===== src/rtl/nzp_pkg.sv =====
package nzp_pkg;

    localparam int MAX_ZONES = 32;
    localparam int MAX_DEPTH = 16;
    localparam int ZW = $clog2(MAX_ZONES);
    localparam int DW = $clog2(MAX_DEPTH);
    localparam logic [31:0] SAT32 = 32'hFFFF_FFFF;

    localparam logic [1:0] MODE_BEGIN  = 2'd0;
    localparam logic [1:0] MODE_END    = 2'd1;
    localparam logic [1:0] MODE_FBEGIN = 2'd2;
    localparam logic [1:0] MODE_FEND   = 2'd3;

    localparam logic [1:0] ST_OK     = 2'd0;
    localparam logic [1:0] ST_IGN    = 2'd1;
    localparam logic [1:0] ST_OVF    = 2'd2;
    localparam logic [1:0] ST_FRAME  = 2'd3;

    localparam logic [0:0] REG_ENABLE = 1'b0;
    localparam logic [0:0] REG_ZONES  = 1'b1;

    typedef struct packed {
        logic [1:0]  mode;
        logic [5:0]  zone_id;
        logic [63:0] timestamp;
    } nzp_in_t;

    typedef struct packed {
        logic [5:0]  rpt_zone;
        logic [1:0]  status;
        logic [31:0] elapsed_ticks;
        logic [31:0] inclusive;
        logic [31:0] exclusive;
        logic [31:0] calls;
        logic [31:0] frames_seen;
        logic [31:0] incl_min;
        logic [31:0] incl_max;
        logic [63:0] incl_sum;
        logic        last;
    } nzp_out_t;

    // Commands from the controller to the datapath.
    typedef struct packed {
        logic          load;      // capture input item
        logic          search;    // step the stack search down one entry
        logic          exec;      // read-modify-write of the zone record
        logic          fold;      // frame-end fold of zone at scan index
        logic          clear;     // frame-begin clear of zone at scan index
        logic [ZW-1:0] scan;
    } nzp_cmd_t;

    typedef struct packed {
        logic [1:0] mode;
        logic       quick;      // disabled or out-of-range: emit ignore at once
        logic       found;      // search hit
        logic       miss;       // search exhausted
        logic [6:0] live;
    } nzp_stat_t;

endpackage


===== src/rtl/nzp_ctrl.sv =====
module nzp_ctrl import nzp_pkg::*; (
    input  logic      aclk,
    input  logic      aresetn,
    input  logic      s_valid,
    output logic      s_ready,
    input  logic      out_busy,
    input  nzp_stat_t stat,
    output nzp_cmd_t  cmd,
    output logic      emit,
    output logic      emit_last
);

    localparam logic [2:0] S_IDLE   = 3'd0;
    localparam logic [2:0] S_DECIDE = 3'd1;
    localparam logic [2:0] S_SEARCH = 3'd2;
    localparam logic [2:0] S_EXEC   = 3'd3;
    localparam logic [2:0] S_SCAN   = 3'd4;

    logic [2:0]    state_reg, state_next;
    logic [ZW:0]   idx_reg, idx_next;

    assign s_ready = (state_reg == S_IDLE);

    always_comb begin
        state_next = state_reg;
        idx_next   = idx_reg;
        cmd        = '0;
        cmd.scan   = idx_reg[ZW-1:0];
        emit       = 1'b0;
        emit_last  = 1'b1;
        unique case (state_reg)
            S_IDLE: begin
                if (s_valid) begin
                    cmd.load   = 1'b1;
                    state_next = S_DECIDE;
                end
            end
            S_DECIDE: begin
                idx_next = '0;
                if (stat.quick || stat.mode == MODE_BEGIN) begin
                    state_next = S_EXEC;
                end else if (stat.mode == MODE_END) begin
                    state_next = S_SEARCH;
                end else begin
                    state_next = S_SCAN;
                end
            end
            S_SEARCH: begin
                cmd.search = 1'b1;
                if (stat.found || stat.miss) begin
                    state_next = S_EXEC;
                end
            end
            S_EXEC: begin
                if (!out_busy) begin
                    cmd.exec   = 1'b1;
                    emit       = 1'b1;
                    state_next = S_IDLE;
                end
            end
            S_SCAN: begin
                if (!out_busy) begin
                    emit = 1'b1;
                    if (stat.mode == MODE_FBEGIN || stat.live == '0) begin
                        cmd.clear  = (stat.mode == MODE_FBEGIN);
                        if (stat.mode == MODE_FBEGIN && {1'b0, idx_reg} + 8'd1 < {1'b0, stat.live}) begin
                            emit     = 1'b0;
                            idx_next = idx_reg + 1'b1;
                        end else begin
                            state_next = S_IDLE;
                        end
                    end else begin
                        cmd.fold  = 1'b1;
                        emit_last = ({1'b0, idx_reg} + 8'd1 == {1'b0, stat.live});
                        idx_next  = idx_reg + 1'b1;
                        if (emit_last) begin
                            state_next = S_IDLE;
                        end
                    end
                end
            end
            default: state_next = S_IDLE;
        endcase
    end

    always_ff @(posedge aclk) begin
        if (!aresetn) begin
            state_reg <= S_IDLE;
            idx_reg   <= '0;
        end else begin
            state_reg <= state_next;
            idx_reg   <= idx_next;
        end
    end

    assert property (@(posedge aclk) disable iff (!aresetn)
        emit |-> !out_busy) else $error("result issued into a full output stage");
    assert property (@(posedge aclk) disable iff (!aresetn)
        cmd.load |=> !s_ready) else $error("second item taken while busy");
    assert property (@(posedge aclk) disable iff (!aresetn)
        (cmd.fold && cmd.clear) == 1'b0) else $error("fold and clear together");

endmodule


===== config.mk =====
export PLATFORM = sky130hd
export DESIGN_NAME = nzp_ctrl
export DESIGN_NICKNAME = d
export VERILOG_FILES = /design/src/rtl/nzp_pkg.sv /design/src/rtl/nzp_ctrl.sv
export SDC_FILE = /design/constraint.sdc
export NUM_CORES = 1
export LEC_CHECK = 0
export BUFFER_PORTS_ARGS = -buffer_cell sky130_fd_sc_hd__buf_2
export CAP_MARGIN = 20
export CORE_MARGIN = 2
export CORE_UTILIZATION = 35
export DETAILED_ROUTE_END_ITERATION = 10
export HOLD_SLACK_MARGIN = 0.05
export PLACE_DENSITY = 0.65
export SLEW_MARGIN = 40
export SYNTH_ARGS = -nofsm -noshare
export SYNTH_HDL_FRONTEND = slang
export SYNTH_SLANG_ARGS = --single-unit

===== constraint.sdc =====
create_clock -name aclk -period 2.57 [get_ports aclk]
set_input_delay 0.3855 -clock aclk [delete_from_list [all_inputs] [get_ports aclk]]
set_output_delay 0.3855 -clock aclk [all_outputs]
set_load 0.05 [all_outputs]

Yosys cells after proc, flatten, opt, wreduce, memory -nomap -nowiden
Index checks and enable logic that the tools add are counted.
{ "op_classes": {"n_lt_le_gt_ge": 1, "reduce_logical": 10, "n_mux": 30, "n_eq_ne": 14, "n_addsub": 2} }
{ "op_table": {"columns": ["operator", "n"], "rows": [
  ["2-to-1 mux 3 bit", 9],
  ["2-to-1 mux 6 bit", 3],
  ["one-hot mux 3 bit (5 select lines)", 1],
  ["2-to-1 mux 1 bit", 13],
  ["one-hot mux 6 bit (2 select lines)", 1],
  ["inequality test 3 bit (second input constant)", 3],
  ["less-than comparator 8 x 7 -> 1 bit", 1],
  ["inequality test 2 bit (second input constant)", 4],
  ["adder 6 x 1 -> 7 bit (second input constant)", 1],
  ["== test 7 bit", 1],
  ["logical NOT 7 bit", 1],
  ["adder 6 x 1 -> 6 bit (second input constant)", 1],
  ["== test 3 x 2 -> 1 bit (second input constant)", 2],
  ["AND reduction 6 bit", 1],
  ["2-to-1 mux 2 bit", 2],
  ["== test 3 x 1 -> 1 bit (second input constant)", 1],
  ["== test 3 bit (second input constant)", 1],
  ["logical NOT 3 bit", 1],
  ["logical OR 1 bit", 3],
  ["AND reduction 3 bit", 1],
  ["== test 2 x 1 -> 1 bit (second input constant)", 1],
  ["== test 2 bit (second input constant)", 1],
  ["logical NOT 2 bit", 1],
  ["one-hot mux 1 bit (2 select lines)", 1],
  ["2 further kinds", 2]
]} }
{ "word_totals": {"in_bits": 16, "reg_bits": 9, "word_cells": 59, "output_inout_bits": 13} }

Depth between registers and ports, before layout
{ "logic_depth": {"depth_word": 7, "depth_mapped": 9, "mapped_depth_nobuf": 9} }

Worst setup path before layout
No wires, ideal clock.
{ "synth_timing": {"path_type": "register -> output", "start": "register idx_reg[2]", "end": "output emit", "arrival_ns": 2.304, "setup_slack_ns": -0.119, "path_stages_with_launch": 9, "required_ns": 2.184, "n_path_buf": 0, "path_cell_list": "dfxtp_1 nand2_1 or3_1 nand2_1 ha_1 a21o_1 a211o_1 o21ai_0 o21ai_0"} }
{ "synth_via": {"elab_chain_cells": 7} }
{ "synth_lines": {"columns": ["item", "line", "text"], "rows": [
  ["from (decl)", "nzp_ctrl.sv:20", "logic [ZW:0] idx_reg, idx_next;"],
  ["from (signal assigned)", "nzp_ctrl.sv:92", "idx_reg <= idx_next;"],
  ["adder 6 x 1 -> 7 bit", "nzp_ctrl.sv:66", "if (stat.mode == MODE_FBEGIN && {1'b0, idx_reg} + 8'd1 < {1'b0, stat.live}) begin"],
  ["less-than comparator 8 x 7 -> 1 bit", "nzp_ctrl.sv:66", null],
  ["logical AND 1 bit", "nzp_ctrl.sv:66", null],
  ["2-to-1 mux 1 bit", "nzp_ctrl.sv:66", null],
  ["2-to-1 mux 1 bit", "nzp_ctrl.sv:64", "if (stat.mode == MODE_FBEGIN || stat.live == '0) begin"],
  ["2-to-1 mux 1 bit", "nzp_ctrl.sv:62", "if (!out_busy) begin"],
  ["one-hot mux 1 bit (2 select lines)", "nzp_ctrl.sv:31", "unique case (state_reg)"],
  ["to (decl)", "nzp_ctrl.sv:9", "output logic emit,"]
]} }
Every way passes these cells.

Final worst setup path
{ "layout_timing": {"start": "register idx_reg[1]", "end": "output emit"} }
Same word-level chain as after synthesis.

==> results.yml <==
worst_setup_path:
  critPathTopFamily: "compound AO/OA/AOI/OAI gates"
  crit_path_frequent_cell: "o21ai_2"
  cp-end-kind: "primary output"
  critPathBufInv: 1
  crit_path_max_incr_delay_ps: 360
  crit_chain: "nand3_2 -> or3_4 -> nand2_4 -> ha_4 -> a21o_1 -> a211o_1 -> o21ai_2 -> o21ai_2 -> buf_6"
  crit_arrival_ps: 2150
  path_max_fanout: 3
  critical_path_class: "reg -> out"
  crit_slowest_cell: "dfxtp_2"
  required_ps: 2180
  cp-start-kind: "register"
timing:
  post-route-min-period_ps: 2540
  worst_pin_slew_ps: 451
  fin_ws_ps: 32.1
  skew_ps: 7.61
  setup_viol: 0
  final_max_slew_viol_count: 0
  finalHoldViolCount: 0
  max_freq_mhz: 394
  fin_crit_sh_pct: 98.8
  fin_tns_setup_ps: 0
  rsz0062_at_grt: "yes"
  relSlewSlack_pct: 69.7
global_route:
  grt_remaining_overflow: 0
  grt_max_degree: 15
  grt_pass1_vias: 1043
  antenna_found_initial: 0
  grt_pass1_wl_mm: 4.58
  grt_util_all_layers_pct: 17.7
detailed_routing:
  drt_iter0_drc: 30
  drt_wl_total_mm: 2.59
  drc: 0
  viasPerCell: 5.38
  drt-wirelength-per-cell_um: 13.1
  final_antenna_net_count: 0
  vias: 1066
  firstDrtPassIters: 4
floorplanning:
  core_area_mm2: 0.00254
  die-area_mm2: 0.00318
  die_w_um: 56.4
  die_y_um: 56.4
  start_util_pct: 37.7
  rows: 18
  io-pin-count: 29
min_path:
  hp-class: "in -> reg"
placed_design:
  postPlaceCellArea_mm2: 0.00119
  post-place-ws_ps: 18.4
  gp_congestion: 0.839
  post-dp-hpwl_mm: 2.11
  portBuffers: 28
clock_tree:
  clockBufferDepth: 2
  tritoncts: "built"
  clkTransAtPathRegs_ps: 60
  cts_max_level: 1
  cts_made_buffers: 3
  cts-root-buf: "clkbuf_4"
  clk_latency_ps: 260
  clock-sinks: 9
logic_synthesis:
  syn_inst: 129
  yosysMostFrequentCell: "nand2_1"
  yosys-top-cells-area: "dfxtp_1, ha_1, o211ai_1"
  synth-seq-cells: 9
  avgSynthCellArea_um2: 7.44
  async_flop_share_pct: 0
  yosysWarnings: 0
  yosysSeqAreaShare_pct: 18.8
  syn_nets: 153
  synth_edf_count: 0
  yosysUniqueCellTypes: 39
  synth_top_area_share_pct: 18.8
  synth_commonest_cells: "nand2_1, nor2_1, o21ai_0"
  yosys_most_used_dff: "dfxtp_1"
  synth.largest_area_cell: "dfxtp_1"
  syn_area_um2: 960
finish:
  area_delta_synth_final_pct: 35.2
  drive_gt1_share_pct: 39.9
  postLayoutCoreUtil_pct: 51.0
  nNetsFinal: 193
  largest_reg_flops: 6
  fin_area_mm2: 0.00130
  diodes: 0
run_status:
  status: "complete, no violations"
job:
  maxCapViolCount: 0
power_and_ir_drop:
  irDropWorstVdd_uv: 293
  leakagePower_nw: 0.561
  powerDensity_mw_per_mm2: 297
==> metal layers <==
layer / wire, um / vias up / track usage, %
met2: 1210 / 32 / 29.6
li1: - / 549 / -
met1: 1260 / 485 / 24.2
met5: 0 / - / 0
met3: 129 / 0 / 4.84
met4: 0 / 0 / 0
==> layout by cell type (no fill, tap or decap), types with 3 or more instances in the layout <==
| cell type | count |
|---|---|
| nand3_1 | 5 |
| nor3_1 | 3 |
| clkbuf_4 | 3 |
| a21oi_1 | 5 |
| nand2_1 | 10 |
| o21ai_1 | 4 |
| nor2b_1 | 4 |
| inv_1 | 7 |
| buf_2 | 26 |
| buf_4 | 14 |
| dfxtp_1 | 6 |
| ha_1 | 6 |
| o21ai_0 | 6 |
| nand2b_1 | 3 |
| o211ai_1 | 8 |
| nor2_1 | 10 |
| dfxtp_2 | 3 |
==> cells by family (layout without fill, tap and decap cells) <==
logic type      count (synthesis)  after routing  share of synthesized area [%]
xor+xnor                        3              3                           2.74
buf+inv                        14             53                           7.43
fa+ha+maj                       8              8                           10.4
compound gates                 40             40                           29.2
simple gates                   55             55                           31.4
flops                           9              9                           18.8
==> per-stage QoR <==
| step | power, W | instances | hold slack, ps |
|---|---|---|---|
| finish | 0.000386 | 198 | 456 |
| detailed placement | 0.000278 | 192 | 597 |
| floorplan | 0.000239 | 129 | 484 |
| global placement | 0.000275 | 192 | 577 |
| CTS | 0.000391 | 198 | 445 |
| global route | 0.000412 | 198 | 474 |
==> worst paths after layout <==
kind                                         startpoint                         to  slack [ps]  cells past startpoint
worst max-delay path            idx_reg[1]$_SDFFE_PN0P_                       emit          30                      9
worst min-delay path                            aresetn  state_reg[1]$_SDFFE_PN0P_         460                      3
worst max register to register  idx_reg[1]$_SDFFE_PN0P_    idx_reg[4]$_SDFFE_PN0P_         130                     10
worst min register to register  idx_reg[0]$_SDFFE_PN0P_    idx_reg[0]$_SDFFE_PN0P_         590                      2
==> area by class of cell <==
| class | instances | area, um2 |
|---|---|---|
| Tap cell | 30 | 37.5 |
| Clock buffer | 4 | 26.3 |
| Timing Repair Buffer | 42 | 258 |
| Fill cell | 258 | 1250 |
| Inverter | 7 | 26.3 |
| Multi-Input combinational cell | 106 | 766 |
| Sequential cell | 9 | 184 |
==> repair_timing <==
item,CTS,global route
endpoints found under the setup margin,2,5
buffers inserted,2,0
hold buffers,0,0
pin swaps,1,0
endpoints found under the hold margin,0,0
resized for setup,8,14
==> power breakdown <==
part / internal, W / switching [W] / total (W) / leakage [nW]
clock: 0.0000597 / 0.0000471 / 0.000107 / 0.0150
combinational: 0.0000451 / 0.0000832 / 0.000128 / 0.472
sequential: 0.000144 / 0.00000660 / 0.000151 / 0.0745
==> worst min-delay path: cells and delay by family <==
kind,cells,cell delay [ps]
buffers and inverters,1,140
and+or+nand+nor,1,90
AOI/OAI and AO/OA,1,40
Note: power is estimated with default switching activity, not from simulation.
